===== src/hw/rtl/mfr_pkg.sv =====
// Package for the monochrome frame raster engine: constants, codes and transfer types.
`timescale 1ns / 1ps
package mfr_pkg;

  localparam int unsigned ROW_WORDS   = 20;
  localparam int unsigned SCREEN_ROWS = 400;
  localparam int unsigned ROW_PIXELS  = ROW_WORDS * 32;
  localparam int unsigned STORE_WORDS = ROW_WORDS * SCREEN_ROWS;
  localparam int unsigned ADDR_W      = $clog2(STORE_WORDS);
  localparam int unsigned WIDX_W      = ($clog2(ROW_WORDS) > 0) ? $clog2(ROW_WORDS) : 1;

  typedef enum logic [2:0] {
    REQ_FILL      = 3'd0,
    REQ_CLEAR     = 3'd1,
    REQ_BLIT      = 3'd2,
    REQ_BLIT_INV  = 3'd3,
    REQ_SET       = 3'd4,
    REQ_READ      = 3'd5
  } req_e;

  typedef enum logic [1:0] {
    SZ_8      = 2'd0,
    SZ_16     = 2'd1,
    SZ_32     = 2'd2,
    SZ_UNUSED = 2'd3
  } sprite_size_e;

  typedef enum logic [2:0] {
    OP_NONE,
    OP_SET,
    OP_CLR,
    OP_BLIT,
    OP_READ
  } op_kind_e;

  typedef enum logic [2:0] {
    BK_CLEAR,
    BK_IDLE,
    BK_READ,
    BK_MODIFY,
    BK_DONE
  } bk_state_e;

  typedef struct packed {
    logic [2:0]  req_type;
    logic [9:0]  x_pos;
    logic [8:0]  y_pos;
    logic [9:0]  span_width;
    logic [8:0]  row_offset;
    logic [1:0]  sprite_size;
    logic [31:0] sprite_bits;
  } in_t;

  typedef struct packed {
    logic [31:0] read_data;
    logic        status;
  } out_t;

  // One classified row operation as handed from the front to the back.
  typedef struct packed {
    op_kind_e            kind;
    logic                status;
    logic [8:0]          row;
    logic [WIDX_W-1:0]   wfirst;
    logic [WIDX_W-1:0]   wlast;
    logic [4:0]          lo_bit;
    logic [4:0]          hi_bit;
    logic                second_row;
    logic [63:0]         pat_v;
  } op_t;

endpackage


===== src/hw/rtl/mfr_queue.sv =====
// Two-entry queue of classified operations between the front and the back.
`timescale 1ns / 1ps
module mfr_queue (
  input  logic          clk_i,
  input  logic          rst_ni,
  input  logic          push_i,
  input  mfr_pkg::op_t  push_data_i,
  output logic          full_o,
  input  logic          pop_i,
  output logic          empty_o,
  output mfr_pkg::op_t  pop_data_o
);

  mfr_pkg::op_t entry_q [2];
  logic         wptr_q, wptr_d;
  logic         rptr_q, rptr_d;
  logic [1:0]   count_q, count_d;

  assign full_o     = count_q == 2'd2;
  assign empty_o    = count_q == 2'd0;
  assign pop_data_o = entry_q[rptr_q];

  always_comb begin
    wptr_d  = wptr_q;
    rptr_d  = rptr_q;
    count_d = count_q;
    if (push_i && !full_o) begin
      wptr_d  = ~wptr_q;
      count_d = count_d + 2'd1;
    end
    if (pop_i && !empty_o) begin
      rptr_d  = ~rptr_q;
      count_d = count_d - 2'd1;
    end
  end

  always_ff @(posedge clk_i or negedge rst_ni) begin
    if (!rst_ni) begin
      wptr_q  <= 1'b0;
      rptr_q  <= 1'b0;
      count_q <= 2'd0;
    end else begin
      wptr_q  <= wptr_d;
      rptr_q  <= rptr_d;
      count_q <= count_d;
    end
  end

  always_ff @(posedge clk_i) begin
    if (push_i && !full_o) begin
      entry_q[wptr_q] <= push_data_i;
    end
  end

endmodule


===== config.mk =====
export PLATFORM = sky130hd
export DESIGN_NAME = mfr_queue
export DESIGN_NICKNAME = d
export VERILOG_FILES = /design/src/hw/rtl/mfr_pkg.sv /design/src/hw/rtl/mfr_queue.sv
export SDC_FILE = /design/constraint.sdc
export NUM_CORES = 1
export LEC_CHECK = 0
export BUFFER_PORTS_ARGS = -buffer_cell sky130_fd_sc_hd__buf_4
export CAP_MARGIN = 20
export CORE_ASPECT_RATIO = 0.6
export CORE_MARGIN = 4
export CORE_UTILIZATION = 25
export CTS_CLUSTER_DIAMETER = 120
export DETAILED_ROUTE_END_ITERATION = 10
export PLACE_DENSITY = 0.44
export SLEW_MARGIN = 10
export SYNTH_ARGS = -nofsm -noshare
export SYNTH_HDL_FRONTEND = slang
export SYNTH_SLANG_ARGS = --single-unit

===== constraint.sdc =====
create_clock -name clk_i -period 10.7 [get_ports clk_i]
set_input_delay 1.07 -clock clk_i [delete_from_list [all_inputs] [get_ports clk_i]]
set_output_delay 1.07 -clock clk_i [all_outputs]
set_load 0.1 [all_outputs]

Word level (Yosys, flattened, before mapping)
Memory sizes are Yosys's and may differ from the RTL's.
Index checks and enable logic that the tools add are counted.
{"block": "classes", "bitwise_logic": 2, "n_eq_ne": 1, "reduce_logical": 5, "n_addsub": 2, "mux": 4}
{"cell": "2-bit two-way mux", "n": 2}
{"cell": "2-bit by 1-bit adder with 2-bit output, second input constant", "n": 1}
{"cell": "2-bit equality test, second input constant", "n": 1}
{"cell": "1-bit logical AND", "n": 2}
{"cell": "1-bit zero test", "n": 2}
{"cell": "2-bit zero test", "n": 1}
{"cell": "1-bit two-way mux", "n": 2}
{"cell": "1-bit inverter", "n": 2}
{"cell": "2-bit by 1-bit subtractor with 2-bit output, second input constant", "n": 1}
{"block": "word_totals", "elab_cells": 18, "out_inout_bits": 100, "in_bits": 102, "reg_bits": 4, "ramBits": 196, "n_memories": 1}
{"memory": "entry_q", "words": 2, "word_bits": 98, "rd": 1, "rd_clocked_by_memory_dff": 0, "write_ports": 1, "line_no": "mfr_queue.sv:14", "text": "mfr_pkg::op_t entry_q [2];"}

Logic depth before layout (Yosys ltp)
{"block": "logic_depth", "word_depth": 6, "mapped_depth": 6, "depth_no_buf": 5}

Least setup slack after synthesis
Ideal clock, no wire load.
{"block": "synth_timing", "path_type": "flip-flop to flip-flop", "startpoint": "register count_q[0]", "endpoint": "memory entry_q[0][0] (netlist name) (enable)", "synth_period_minus_slack_ps": 6368, "path_buffers": 1, "setup_time_ps": 567, "arrival_time_ps": 5801, "setup_slack_ps": 4332, "stages_incl_launch_ff": 6, "path_cell_list": "dfrtp_1 inv_1 ha_1 nor2b_1 clkbuf_1 nor2b_1"}
{"block": "synth_via", "elab_chain_cells": 5}
{"element": "from (decl)", "line_no": "mfr_queue.sv:17", "text": "logic [1:0] count_q, count_d;"}
{"element": "from (signal assigned)", "line_no": "mfr_queue.sv:45", "text": "count_q <= count_d;"}
{"element": "2-bit equality test", "line_no": "mfr_queue.sv:19", "text": "assign full_o = count_q == 2'd2;"}
{"element": "named net full_o", "line_no": "mfr_queue.sv:8", "text": "output logic full_o,"}
{"element": "1-bit zero test", "line_no": "mfr_queue.sv:50", "text": "if (push_i && !full_o) begin"}
{"element": "1-bit logical AND", "line_no": "mfr_queue.sv:50"}
{"element": "1-bit two-way mux", "line_no": "mfr_queue.sv:50"}
{"element": "1-bit two-way mux (not written as such)", "line_no": "mfr_queue.sv:51", "text": "entry_q[wptr_q] <= push_data_i;"}
{"element": "to (decl)", "line_no": "mfr_queue.sv:14"}
The timed path passes the listed nets, and every way through them passes these cells.

==> results.py <==
metrics = {
    "timing": {
        "final.setup.tns_ns": 0,
        "post-route-period-util_pct": 36.2,
        "tightest_slew_ns": 0.815,
        "hold_viol_final": 0,
        "clock.fmax_ghz": 0.258,
        "finalMaxSlewViolations": 0,
        "holdWs_ns": 0.436,
        "finalSetupViolations": 0,
        "fin_worst_skew_ns": 0.00725,
        "rsz0062_at_grt": "false",
        "min_period_ns": 3.87,
        "max_slew_margin_pct": 45.7,
    },
    "synthesis": {
        "avgSynthCellArea_um2": 22.4,
        "synth_cell_type_count": 16,
        "post-synth-top-area-cell": "edfxtp_1",
        "netlist.area_leader.share_pct": 80.2,
        "synthTopCellsByArea": "edfxtp_1 (80%), mux2_2 (14%), mux2_4 (2.0%)",
        "ys_seq_area_share_pct": 81.6,
        "synth_area_um2": 7340,
        "yosys_warnings": 0,
        "synth_seq_cells": 200,
        "synth_cells": 327,
        "synth_nets": 431,
    },
    "routing": {
        "wl_per_cell_um": 17.3,
        "viasPerCell": 3.97,
        "routed_wl_um": 16000,
        "dr_total_vias": 3684,
        "antenna_left": 0,
        "initialDrtViolationCount": 208,
        "drt-pass1-iter-count": 6,
        "drc": 0,
    },
    "cts": {
        "cts_setup_buffers": 0,
        "clock-sinks": 200,
        "cts_tree": "built",
        "path_clk_slew_ns": 0.07,
        "h-tree-depth": 4,
        "clock_path_buffers": 2,
        "root_buffer": "clkbuf_16",
        "cts_resized": 0,
        "cts_hold_buf": 0,
        "numCtsBuffers": 17,
        "clock_latency_ns": 0.42,
    },
    "final_layout": {
        "drive_gt1_share_pct": 60.3,
        "mostFrequentLayoutCell": "buf_4",
        "syn2layout_area_growth_pct": 34.8,
        "num_antenna_cells": 0,
        "fin_util_pct": 34.3,
        "layout_common_cells": "buf_4 (205), edfxtp_1 (196), mux2_2 (88), clkbuf_16 (17), mux2_4 (10)",
        "layout.nets": 643,
    },
    "setup_path": {
        "critical_path.endpoint_type": "output port",
        "timing.rr.start": "count_q[0]$_DFF_PN0_",
        "r2r-end": "entry_q[0][83]$_DFFE_PP_",
        "cp_num_buf_inv": 2,
        "crit_fanout": 54,
        "rr_worst_depth": 6,
        "cp.arrival_ns": 2.80,
        "critPathSlowestCell": "dfrtp_4",
        "crit_path_max_incr_delay_ns": 0.88,
        "path_class": "reg2out",
        "critPathLaunchType": "flip-flop",
        "cp_top_family": "buffers and inverters",
        "ff2ff_setup_slack_ns": 7.68,
        "crit_top_cell": "buf_4",
        "crit_required_ns": 9.63,
        "crit_chain": "buf_4 > mux2_2 > buf_4",
    },
    "run_status": {
        "outcome": "finished clean",
    },
    "global_routing": {
        "antenna_found_initial": 0,
        "grt_pass1_wl_um": 23800,
        "grt_overflow": 0,
        "grt_max_degree": 59,
        "grtUsageTotal_pct": 9.86,
        "grt_pass1_vias": 3977,
    },
    "die": {
        "core_area_um2": 28800,
        "initial_core_util_pct": 25.5,
        "top_level_ports": 202,
        "rows": 48,
        "die_x_um": 229,
        "die_h_um": 141,
        "dieArea_um2": 32300,
    },
    "placed_design": {
        "hpwlAfterDp_um": 11100,
        "io_buffers": 201,
        "gp_congestion": 0.732,
    },
    "job": {
        "maxCapViolCount": 0,
    },
    "worst_hold_path": {
        "hold_class": "in2async",
    },
}
## worst max-delay path by stage
stage	start	to	depth (start not counted)
after detailed placement	push_i	entry_q[0][28]$_DFFE_PP_	5
after CTS	rptr_q$_DFFE_PN0P_	pop_data_o[51]	3
after global routing	rptr_q$_DFFE_PN0P_	pop_data_o[51]	3
final	rptr_q$_DFFE_PN0P_	pop_data_o[10]	3
after global placement	push_i	entry_q[0][37]$_DFFE_PP_	5
after floorplan	count_q[0]$_DFF_PN0_	entry_q[0][0]$_DFFE_PP_	5
## registers in the layout, summed over array words and instances (netlist names)
| register | count |
|---|---|
| wptr_q | 1 |
| count_q | 2 |
| entry_q | 196 |
| rptr_q | 1 |
## layer usage
layer,track usage [%],routed length (µm)
met1,14.3,7830
met2,13.8,6900
met3,4.06,1140
met4,2.30,122
met5,0,0
## layout make-up
type                       instances  area (µm²)
clock buffer                      20         437
clock inverter                    12         173
fill                            2759       18900
inverter                           2        7.51
multi-input combinational        113        1280
sequential                       200        5990
tap                              375         469
timing repair buffer             205        1540
## through the flow
stage	setup WS, ns	area, µm²	cells
after floorplan	4.33	7340	327
after global placement	7.22	9280	895
after detailed placement	7.16	9280	895
after CTS	6.74	9890	927
after global routing	6.65	9890	927
final	6.83	9890	927
## Yosys cell counts
| cell | instances |
|---|---|
| clkbuf_1 | 1 |
| dfrtp_1 | 4 |
| buf_2 | 8 |
| nor2b_1 | 3 |
| xnor2_1 | 3 |
| and2_1 | 1 |
| edfxtp_1 | 196 |
| xor2_1 | 3 |
| mux2_4 | 10 |
| nor3b_1 | 1 |
| ha_1 | 2 |
| mux2i_1 | 1 |
| nand3b_1 | 1 |
| buf_6 | 3 |
| inv_1 | 2 |
| mux2_2 | 88 |
## logic make-up after synthesis
kind of cell | count (synthesis) | share of synthesized area (%)
buffers and inverters | 14 | 1.16
XOR/XNOR | 6 | 0.716
adder cells (fa/ha/maj) | 2 | 0.341
multiplexers | 99 | 15.7
flip-flops | 200 | 81.6
AND/OR/NAND/NOR | 6 | 0.546
Power is left out: the tool's default activity adds up to more than one toggle a clock period on the data nets, which glitch-free logic cannot reach.
