File: config.mk
export PLATFORM = sky130hd
export DESIGN_NAME = mfr_front
export DESIGN_NICKNAME = d
export VERILOG_FILES = /design/src/hw/rtl/mfr_pkg.sv /design/src/hw/rtl/mfr_front.sv
export SDC_FILE = /design/constraint.sdc
export NUM_CORES = 1
export LEC_CHECK = 0
export BUFFER_PORTS_ARGS = -buffer_cell sky130_fd_sc_hd__buf_2
export CORE_MARGIN = 2
export CORE_UTILIZATION = 40
export DETAILED_ROUTE_END_ITERATION = 10
export GPL_TIMING_DRIVEN = 0
export PLACE_DENSITY = 0.66
export SYNTH_ARGS = -nofsm -noshare
export SYNTH_HDL_FRONTEND = slang
export SYNTH_SLANG_ARGS = --single-unit
File: constraint.sdc
create_clock -name vclk -period 6.8
set_clock_uncertainty 0.15 [all_clocks]
set_input_delay 1.36 -clock vclk [all_inputs]
set_output_delay 1.36 -clock vclk [all_outputs]
set_load 0.005 [all_outputs]
File: src/hw/rtl/mfr_pkg.sv
// Package for the monochrome frame raster engine: constants, codes and transfer types.
`timescale 1ns / 1ps
package mfr_pkg;

  localparam int unsigned ROW_WORDS   = 20;
  localparam int unsigned SCREEN_ROWS = 400;
  localparam int unsigned ROW_PIXELS  = ROW_WORDS * 32;
  localparam int unsigned STORE_WORDS = ROW_WORDS * SCREEN_ROWS;
  localparam int unsigned ADDR_W      = $clog2(STORE_WORDS);
  localparam int unsigned WIDX_W      = ($clog2(ROW_WORDS) > 0) ? $clog2(ROW_WORDS) : 1;

  typedef enum logic [2:0] {
    REQ_FILL      = 3'd0,
    REQ_CLEAR     = 3'd1,
    REQ_BLIT      = 3'd2,
    REQ_BLIT_INV  = 3'd3,
    REQ_SET       = 3'd4,
    REQ_READ      = 3'd5
  } req_e;

  typedef enum logic [1:0] {
    SZ_8      = 2'd0,
    SZ_16     = 2'd1,
    SZ_32     = 2'd2,
    SZ_UNUSED = 2'd3
  } sprite_size_e;

  typedef enum logic [2:0] {
    OP_NONE,
    OP_SET,
    OP_CLR,
    OP_BLIT,
    OP_READ
  } op_kind_e;

  typedef enum logic [2:0] {
    BK_CLEAR,
    BK_IDLE,
    BK_READ,
    BK_MODIFY,
    BK_DONE
  } bk_state_e;

  typedef struct packed {
    logic [2:0]  req_type;
    logic [9:0]  x_pos;
    logic [8:0]  y_pos;
    logic [9:0]  span_width;
    logic [8:0]  row_offset;
    logic [1:0]  sprite_size;
    logic [31:0] sprite_bits;
  } in_t;

  typedef struct packed {
    logic [31:0] read_data;
    logic        status;
  } out_t;

  // One classified row operation as handed from the front to the back.
  typedef struct packed {
    op_kind_e            kind;
    logic                status;
    logic [8:0]          row;
    logic [WIDX_W-1:0]   wfirst;
    logic [WIDX_W-1:0]   wlast;
    logic [4:0]          lo_bit;
    logic [4:0]          hi_bit;
    logic                second_row;
    logic [63:0]         pat_v;
  } op_t;

endpackage

File: src/hw/rtl/mfr_front.sv
// Front end: accepts requests, checks bounds and turns each into a word-range operation.
`timescale 1ns / 1ps
module mfr_front (
  input  logic          in_valid_i,
  output logic          in_stall_o,
  input  mfr_pkg::in_t  in_data_i,
  input  logic          q_full_i,
  input  logic          clearing_i,
  output logic          push_o,
  output mfr_pkg::op_t  op_o
);

  logic [9:0]  row;
  logic [10:0] trow2;
  logic [10:0] trow;
  logic        x_bad;
  logic        y_bad;
  logic [11:0] fill_end;
  logic [2:0]  ub_log;
  logic [11:0] clr_start;
  logic [11:0] clr_span;
  logic [11:0] clr_end;
  logic [11:0] span_lo;
  logic [11:0] span_hi;
  logic [11:0] hi_clip;
  logic [31:0] pat_mask;
  logic [31:0] pat;
  logic [6:0]  pat_shift;
  logic [mfr_pkg::WIDX_W-1:0] xw;

  assign in_stall_o = q_full_i | clearing_i;
  assign push_o     = in_valid_i & ~in_stall_o;

  always_comb begin
    row       = {1'b0, in_data_i.y_pos} + {1'b0, in_data_i.row_offset};
    trow2     = {2'b0, in_data_i.y_pos} + {1'b0, in_data_i.row_offset, 1'b0};
    trow      = (in_data_i.sprite_size == mfr_pkg::SZ_32) ? trow2 : {1'b0, row};
    x_bad     = 32'(in_data_i.x_pos) >= mfr_pkg::ROW_PIXELS;
    y_bad     = 32'(in_data_i.y_pos) >= mfr_pkg::SCREEN_ROWS;
    xw        = mfr_pkg::WIDX_W'(in_data_i.x_pos >> 5);

    fill_end  = {2'b0, in_data_i.x_pos} + {2'b0, in_data_i.span_width} - 12'd1;

    // Clear works on whole units whose size follows from the span width.
    if (in_data_i.span_width <= 10'd8) begin
      ub_log = 3'd3;
    end else if (in_data_i.span_width <= 10'd32) begin
      ub_log = 3'd4;
    end else begin
      ub_log = 3'd5;
    end
    clr_start = {2'b0, in_data_i.x_pos} & ~((12'd1 << ub_log) - 12'd1);
    clr_span  = (({2'b0, in_data_i.span_width} >> ub_log) + 12'd1) << ub_log;
    clr_end   = clr_start + clr_span - 12'd1;

    unique case (in_data_i.sprite_size)
      mfr_pkg::SZ_8:  pat_mask = 32'h0000_00FF;
      mfr_pkg::SZ_16: pat_mask = 32'h0000_FFFF;
      default:        pat_mask = 32'hFFFF_FFFF;
    endcase
    if (in_data_i.req_type == mfr_pkg::REQ_BLIT_INV) begin
      pat = ~in_data_i.sprite_bits & pat_mask;
    end else begin
      pat = in_data_i.sprite_bits & pat_mask;
    end
    unique case (in_data_i.sprite_size)
      mfr_pkg::SZ_8:  pat_shift = 7'd56 - {2'b0, in_data_i.x_pos[4:0]};
      mfr_pkg::SZ_16: pat_shift = 7'd48 - {2'b0, in_data_i.x_pos[4:0]};
      default:        pat_shift = 7'd32 - {2'b0, in_data_i.x_pos[4:0]};
    endcase

    span_lo = {2'b0, in_data_i.x_pos};
    span_hi = {2'b0, in_data_i.x_pos};

    op_o            = '0;
    op_o.kind       = mfr_pkg::OP_NONE;
    op_o.status     = 1'b0;
    op_o.row        = row[8:0];
    op_o.pat_v      = {32'h0, pat} << pat_shift;
    op_o.second_row = 1'b0;

    unique case (in_data_i.req_type)
      mfr_pkg::REQ_BLIT, mfr_pkg::REQ_BLIT_INV: begin
        op_o.row = trow[8:0];
        if (x_bad || y_bad || 32'(trow) >= mfr_pkg::SCREEN_ROWS) begin
          op_o.status = 1'b1;
        end else if (in_data_i.sprite_size != mfr_pkg::SZ_UNUSED) begin
          op_o.kind       = mfr_pkg::OP_BLIT;
          op_o.second_row = (in_data_i.sprite_size == mfr_pkg::SZ_32) &&
                            (32'(trow) + 32'd1 < mfr_pkg::SCREEN_ROWS);
        end
      end
      mfr_pkg::REQ_FILL, mfr_pkg::REQ_CLEAR, mfr_pkg::REQ_SET, mfr_pkg::REQ_READ: begin
        if (x_bad || y_bad || 32'(row) >= mfr_pkg::SCREEN_ROWS) begin
          op_o.status = 1'b1;
        end else begin
          unique case (in_data_i.req_type)
            mfr_pkg::REQ_FILL: begin
              if (in_data_i.span_width != 10'd0) begin
                op_o.kind = mfr_pkg::OP_SET;
                span_hi   = fill_end;
              end
            end
            mfr_pkg::REQ_CLEAR: begin
              op_o.kind = mfr_pkg::OP_CLR;
              span_lo   = clr_start;
              span_hi   = clr_end;
            end
            mfr_pkg::REQ_SET: begin
              op_o.kind = mfr_pkg::OP_SET;
            end
            default: begin
              op_o.kind = mfr_pkg::OP_READ;
            end
          endcase
        end
      end
      default: begin
        op_o.status = 1'b1;
      end
    endcase

    hi_clip = (32'(span_hi) >= mfr_pkg::ROW_PIXELS) ? 12'(mfr_pkg::ROW_PIXELS - 1) : span_hi;

    if (op_o.kind == mfr_pkg::OP_BLIT) begin
      op_o.wfirst = xw;
      op_o.wlast  = (32'(xw) + 32'd1 < mfr_pkg::ROW_WORDS) ? xw + mfr_pkg::WIDX_W'(1) : xw;
      op_o.lo_bit = 5'd0;
      op_o.hi_bit = 5'd31;
    end else begin
      op_o.wfirst = mfr_pkg::WIDX_W'(span_lo >> 5);
      op_o.wlast  = mfr_pkg::WIDX_W'(hi_clip >> 5);
      op_o.lo_bit = span_lo[4:0];
      op_o.hi_bit = hi_clip[4:0];
    end
  end

endmodule

-- Yosys cells after proc, flatten, opt, wreduce, memory -nomap -nowiden
Index checks and enable logic that the tools add are counted.
- bits in registers: 0
- input bits: 78
- output and inout bits: 100
- word-level logic and storage cells: 82
- add/subtract/negate cells: 14
- order comparisons: 9
- equal/unequal tests: 9
- shift operators: 4
- multiplexer cells: 29
- bitwise gates (word level): 8
- reduce and logical (&&, ||, !) cells: 9
- operator list (cell ; number):
    $and A32 B32 Y32 ; 2
    $pmux W32 S2 ; 1
    $shl A32 B7 Y64 ; 1
    $mux W10 ; 4
    $mux W12 ; 3
    $mux W32 ; 1
    $not A32 Y32 ; 1
    $pmux W12 S2 ; 1
    $sub A12 B1 Y12 const B ; 2
    $sub A6 B5 Y7 const A ; 3
    $mux W20 ; 1
    $pmux W7 S2 ; 1
    $add A11 B1 Y12 const B ; 1
    $add A12 B1 Y12 const B ; 1
    $add A12 B12 Y12 ; 1
    $and A10 B12 Y12 ; 1
    $ge A12 B10 Y1 const B ; 1
    $lt A12 B9 Y1 const B ; 1
    $not A12 Y12 ; 1
    $shl A1 B3 Y12 const A ; 1
    $shl A12 B3 Y12 ; 1
    $shr A10 B3 Y12 ; 1
    $sub A11 B1 Y12 const B ; 1
    $add A10 B10 Y11 ; 1
    other kinds (36) ; 49

-- Logic depth before layout (Yosys ltp)
Gate-level depths: netlist of the first run.
- depth after elaboration: 15
- mapped depth: 19

-- Worst setup path before layout of the first run
OpenSTA, ideal clock, no wires.
- kind: in2out
- start: in in_data_i[52] (netlist bit)
- end: out op_o[77] (netlist bit)
- arrival: 5.179 ns
- setup slack: 0.111 ns
- cell stages on the path: 18
- buffers on the path: 0
- path through: nor4_4 > nand2_1 > a21oi_1 > a221o_1 > ha_1 > xnor2_1 > a221o_1 > ha_1 > inv_1 > ha_1 > nor4_1 > o21ai_0 > a41oi_1 > xor2_1 > a21oi_1 > a41o_1 > or4b_1 > o21ai_0
- RTL lines (item ; RTL line ; RTL):
    from (decl) ; mfr_front.sv:6 ; input mfr_pkg::in_t in_data_i,
    to (decl) ; mfr_front.sv:10 ; output mfr_pkg::op_t op_o

==> results of run 1 <==
placed cells by master (no fill, tap or decap), drive strengths merged, types with 5 or more instances in the layout:
master	Yosys	routed
clkbuf	35	35
ha	62	62
a31oi	11	11
buf	23	201
a211oi	16	16
xor2	36	36
mux2	12	12
nand3	36	36
a21o	12	12
mux4	16	16
nor2b	9	9
o211a	5	5
nor3	21	21
nor2	98	98
nand2b	10	10
inv	74	74
o21ai	77	77
o22ai	19	19
and2	11	11
nand4	6	6
xnor2	27	27
nor4	6	6
a22oi	9	9
a21oi	41	41
o21a	9	9
o211ai	11	11
nand2	84	84
mux2i	52	52
or3	8	8
or2	7	7
conb	1	7
power by group through the flow:
stage               Combinational, uW  Clock [uW]  Sequential [uW]
floorplan                         598           0                0
detailed placement                880           0                0
finish                            928   0.0000592                0
global placement                  880           0                0
CTS                               902           0                0
global route                     1020   0.0000591                0
cells by family after synthesis:
kind of cell    count (synthesis)  share of synthesized area, %
compound gates                270                          29.0
xor+xnor                       63                          8.80
mux                            80                          16.2
other cells                     1                        0.0598
fa+ha+maj                      66                          13.6
simple gates                  313                          23.6
buf+inv                       133                          8.72
metal layers:
metal	vias up	wire length, um	global-route usage, %
met5	-	13	0
met4	2	552	6.01
met3	45	1420	2.06
met2	318	11400	47.4
met1	3682	10400	36.9
li1	3755	-	-
stage by stage:
stage | total power [uW] | setup slack [ns]
after global placement | 880 | -1.01
after detailed placement | 880 | -0.999
final | 928 | 0.0664
after floorplan | 598 | 0.111
after global routing | 1020 | -0.116
after CTS | 902 | 0.00738
worst paths after layout:
check           from    endpoint  slack, ns  cells past startpoint
max    in_data_i[51]    op_o[77]       0.07                     20
min         q_full_i  in_stall_o       2.84                      3
worst max-delay path, delay by kind of cell:
family / cells / cell delay, ns
AND/OR/NAND/NOR: 4 / 1.14
XOR/XNOR: 2 / 0.32
buffers and inverters: 3 / 0.27
AO/OA/AOI/OAI: 8 / 1.34
adder cells (fa/ha/maj): 3 / 0.80
area by class of cell:
| cell class | count | area (um2) |
|---|---|---|
| multi-input cells | 799 | 5880 |
| repair buffers | 179 | 923 |
| diodes | 3 | 7.51 |
| inverters | 75 | 282 |
| fillers | 1580 | 7640 |
| plain buffers | 57 | 264 |
| well taps | 211 | 264 |
repair_timing:
item | in CTS | in global routing
gates resized for setup | 25 | 9
pin swaps | 15 | 16
setup buffers | 6 | 0
setup endpoints to repair | 10 | 20
==> flow_metrics.py, run 1 <==
metrics = {
    "status": {
        "status": "completed",
    },
    "die": {
        "start_util_pct": 41.1,
        "rows": 45,
        "die_h_um": 129,
        "pin_count": 178,
        "fp.dieArea_um2": 16700,
        "coreArea_um2": 15300,
        "fp.dieW_um": 129,
    },
    "worst_setup_path": {
        "worst_path_max_delay_cell": "or4b_4",
        "worstSetupPathType": "in -> out",
        "crit_path_end_kind": "output port",
        "crit_chain": "buf_6 > nor4_4 > nand2_2 > a21oi_4 > a221o_1 > ha_4 > nand3_1 > xnor2_1 > ha_1 > inv_1 > ha_1 > a21o_1 > a21o_1 > a31oi_1 > xor2_1 > a21oi_1 > a41o_1 > or4b_4 > o21ai_2 > buf_2",
        "cp_max_fo": 5,
        "crit_path_start_kind": "input port",
        "required_ns": 5.29,
        "cp.arrival_ns": 5.22,
        "cpPeakStageDelay_ns": 0.54,
    },
    "timing": {
        "setup_viol": 0,
        "fmaxAchievable_mhz": 149,
        "finalHoldViolCount": 0,
        "final_max_slew_viol_count": 0,
        "relSlewSlack_pct": 44.8,
        "rsz0062_at_grt": "true",
        "fin_crit_sh_pct": 99.0,
        "min_period_ns": 6.73,
        "worstMarginPinSlew_ns": 0.822,
        "holdWs_ns": 2.84,
        "fin_tns_setup_ns": 0,
    },
    "power": {
        "switchingPower_uw": 544,
        "p_seq_share_pct": 0,
        "p_int_uw": 385,
        "power_frac_clock_pct": 0,
        "p_per_area_nw_per_um2": 122,
        "vdd_drop_max_v": 0.0000456,
        "p_comb_share_pct": 100.0,
        "leakage_uw": 0.00358,
        "sw_frac_of_total_pct": 58.5,
    },
    "synthesis": {
        "ys_top_cells_by_count": "97 x nor2_1, 84 x nand2_1, 76 x o21ai_0",
        "synth-warning-count": 0,
        "netlist_instances": 926,
        "ys_top_cells_by_area": "ha_1 12%, mux2i_1 8.3%, o21ai_0 6.1%",
        "avgSynthCellArea_um2": 6.77,
        "syn_area_um2": 6270,
        "ys_types": 80,
        "seq_area_frac_synth_pct": 0,
        "yosys.area.top_type": "ha_1",
        "yosys.area.top_type_share_pct": 12.4,
        "yosysMostFrequentCell": "nor2_1",
    },
    "global_route": {
        "grt_usage_pct": 27.3,
        "grt_pass1_vias": 7304,
        "grt_max_degree": 11,
        "grt_overflow": 0,
        "grt_pass1_wl_mm": 37.2,
        "antenna_found_initial": 5,
    },
    "final_layout": {
        "drive_above_1_share_pct": 24.2,
        "area_delta_synth_final_pct": 21.5,
        "n_clock_buffer": 0,
        "final_util_pct": 49.9,
        "seq_area_um2": 0,
        "final_cells": 1324,
        "fin_area_um2": 7620,
        "seq_cell_count": 0,
        "nets": 1256,
    },
    "place": {
        "placedInstanceArea_um2": 7420,
        "dp_hpwl_mm": 19.7,
        "dp.cells": 1316,
        "io_buffers": 173,
        "gp_congestion": 0.976,
    },
    "drt": {
        "drt-pass1-iter-count": 5,
        "drt_wl_total_mm": 23.8,
        "drc": 0,
        "vias_per_cell": 5.89,
        "drtIter0Drc": 471,
        "wl_per_cell_um": 18.0,
        "ant_nets": 0,
        "via_count": 7802,
    },
    "hold_path": {
        "hold_class": "in -> out",
    },
    "flow_run": {
        "cap_violations": 0,
    },
    "clock_tree": {
        "ctsHoldBuffers": 0,
    },
}
Note: power is estimated with default switching activity, not from simulation.
==> run 2, diff against run 1 <==
--- a/config.mk
+++ b/config.mk
@@ -5,12 +5,12 @@
 export SDC_FILE = /design/constraint.sdc
 export NUM_CORES = 1
 export LEC_CHECK = 0
+export ABC_AREA = 1
 export BUFFER_PORTS_ARGS = -buffer_cell sky130_fd_sc_hd__buf_2
 export CORE_MARGIN = 2
 export CORE_UTILIZATION = 40
 export DETAILED_ROUTE_END_ITERATION = 10
 export GPL_TIMING_DRIVEN = 0
-export PLACE_DENSITY = 0.66
 export SYNTH_ARGS = -nofsm -noshare
 export SYNTH_HDL_FRONTEND = slang
 export SYNTH_SLANG_ARGS = --single-unit
==> constraint.sdc (replaced) <==
create_clock -name vclk -period 8.3
set_clock_uncertainty 0.15 [all_clocks]
set_input_delay 1.66 -clock vclk [all_inputs]
set_output_delay 1.66 -clock vclk [all_outputs]
set_load 0.005 [all_outputs]
==> flow_metrics.py, run 2 <==
metrics = {
    "status": {
        "status": "completed",
    },
    "final_layout": {
        "final_common_cell": "nand2_1",
        "final_cell_mix": "534 x nand2_1, 189 x buf_2, 180 x inv_1, 177 x nand3_1, 95 x nor2_1",
        "nFillCells": 1961,
        "nets": 1706,
        "seq_area_um2": 0,
        "drive_above_1_share_pct": 15.6,
        "multi_input_area_um2": 5770,
        "seq_cell_count": 0,
        "area_delta_synth_final_pct": 17.6,
        "n_clock_buffer": 0,
    },
    "global_route": {
        "grt_pass1_vias": 8020,
        "grt_pass1_wl_mm": 39.8,
        "use_met3_pct": 2.53,
        "antenna_found_initial": 2,
        "grtUsageMet2_pct": 44.1,
        "grt_util_met1_pct": 37.5,
        "grt_overflow": 0,
        "grt_max_degree": 12,
        "grt_usage_pct": 26.4,
        "grt_busiest_layer": "met2",
    },
    "timing": {
        "min_period_ns": 7.73,
        "rsz0062_at_grt": "false",
        "fmaxAchievable_mhz": 129,
        "fin_tns_setup_ns": 0,
        "final_max_slew_viol_count": 0,
        "setup_viol": 0,
        "worstMarginPinSlew_ns": 1.05,
        "fin_crit_sh_pct": 93.2,
        "relSlewSlack_pct": 29.8,
        "finalHoldViolCount": 0,
    },
    "synthesis": {
        "ys_top_cells_by_count": "534 x nand2_1, 180 x inv_1, 177 x nand3_1",
        "yosys.area.top_type": "nand2_1",
        "syn_area_um2": 6750,
        "ys_top_cells_by_area": "nand2_1 30%, nand3_1 13%, ha_1 11%",
        "seq_area_frac_synth_pct": 0,
        "yosysMostFrequentCell": "nand2_1",
        "ys_types": 49,
        "synth-warning-count": 0,
        "yosys.area.top_type_share_pct": 29.7,
        "avgSynthCellArea_um2": 4.90,
        "netlist_instances": 1377,
    },
    "die": {
        "fp.dieW_um": 134,
        "fp.dieArea_um2": 17900,
        "pin_count": 178,
        "start_util_pct": 40.8,
        "coreArea_um2": 16500,
        "rows": 47,
        "die_h_um": 134,
    },
    "worst_setup_path": {
        "crit_path_start_kind": "input port",
        "cpPeakStageDelay_ns": 0.36,
        "crit_path_end_kind": "output port",
        "worstSetupPathType": "in -> out",
        "cp.arrival_ns": 5.92,
        "worst_path_max_delay_cell": "ha_1",
        "cp_max_fo": 7,
        "required_ns": 6.49,
    },
    "place": {
        "gp_congestion": 0.940,
        "dp_hpwl_mm": 21.4,
        "io_buffers": 177,
    },
    "power": {
        "vdd_drop_max_v": 0.0000392,
        "totalPowerFinal_uw": 758,
        "leakage_uw": 0.00482,
        "p_per_area_nw_per_um2": 95.6,
    },
    "drt": {
        "wl_per_cell_um": 13.8,
        "vias_per_cell": 5.03,
        "drc": 0,
        "drt_wl_total_mm": 24.5,
        "via_count": 8961,
        "ant_nets": 0,
        "drtIter0Drc": 769,
        "drt-pass1-iter-count": 5,
    },
    "clock_tree": {
        "cts-resized-gates": 0,
        "postCtsSetupBuffers": 0,
        "ctsHoldBuffers": 0,
    },
    "flow_run": {
        "cap_violations": 0,
    },
    "hold_path": {
        "hold_class": "in -> out",
    },
}
-- run 2: cell count changes in the layout (fill, tap and decap cells not counted), sizes merged, moves of 13 or more --
cell,change
nand3,+145
o21ai,+20
xnor2,-13
nand4,+14
nand2,+458
nor3,-13
mux4,-16
xor2,-23
a211oi,-16
mux2i,-38
o22ai,-17
inv,+120
-- run 2: stage by stage --
step / util (%) / area [um2] / setup slack, ns / cells / hold slack [ns]
floorplan: - / 6770 / 1.51 / 1383 / 3.24
global placement: 48.0 / 7930 / 0.689 / 1780 / 3.43
detailed placement: 48.0 / 7930 / 0.644 / 1780 / 3.44
CTS: 48.0 / 7930 / 0.618 / 1780 / 3.44
global route: 48.0 / 7930 / 0.139 / 1780 / 3.45
finish: 48.0 / 7930 / 0.566 / 1781 / 3.44
-- run 2: path summary, 6_finish.rpt --
path	startpoint	cells after the start	end	slack [ns]
worst max-delay path	in_data_i[50]	29	op_o[69]	0.57
worst min-delay path	q_full_i	3	in_stall_o	3.44
-- run 2: kinds of logic (layout without fill, tap and decap cells) --
family | Yosys count | after routing | synth area share, %
other | 1 | 8 | 0.0556
buffers and inverters | 250 | 427 | 14.8
AOI/OAI and AO/OA | 155 | 155 | 12.6
and+or+nand+nor | 864 | 864 | 54.0
adders and majority gates | 66 | 66 | 12.7
muxes | 14 | 14 | 2.26
xor gates and xnor gates | 27 | 27 | 3.62
-- run 2: per-layer routing --
layer / wire length (um) / vias to the layer above
li1: - / 4757
met1: 11800 / 3850
met2: 10900 / 325
met3: 1610 / 27
met4: 296 / 2
met5: 13 / -
-- run 2: worst max-delay path, delay by kind of cell --
kind	cells	cell delay (ns)
AOI/OAI and AO/OA	5	0.91
adders and majority gates	3	0.84
xor gates and xnor gates	1	0.26
buffers and inverters	5	0.45
and+or+nand+nor	15	1.81
-- run 2: power by group --
| group | total, uW | internal (uW) | switching (uW) |
|---|---|---|---|
| Clock | 0.0000161 | 0.0000161 | 0 |
| Combinational | 758 | 272 | 486 |
| Sequential | 0 | 0 | 0 |
| Total | 758 | 272 | 486 |
-- run 2: final cells by class --
type	count	share of cell area, %
multi-input cells	1133	72.7
repair buffers	177	11.2
inverters	196	9.32
well taps	220	3.47
plain buffers	54	3.26
diodes	1	0.0315
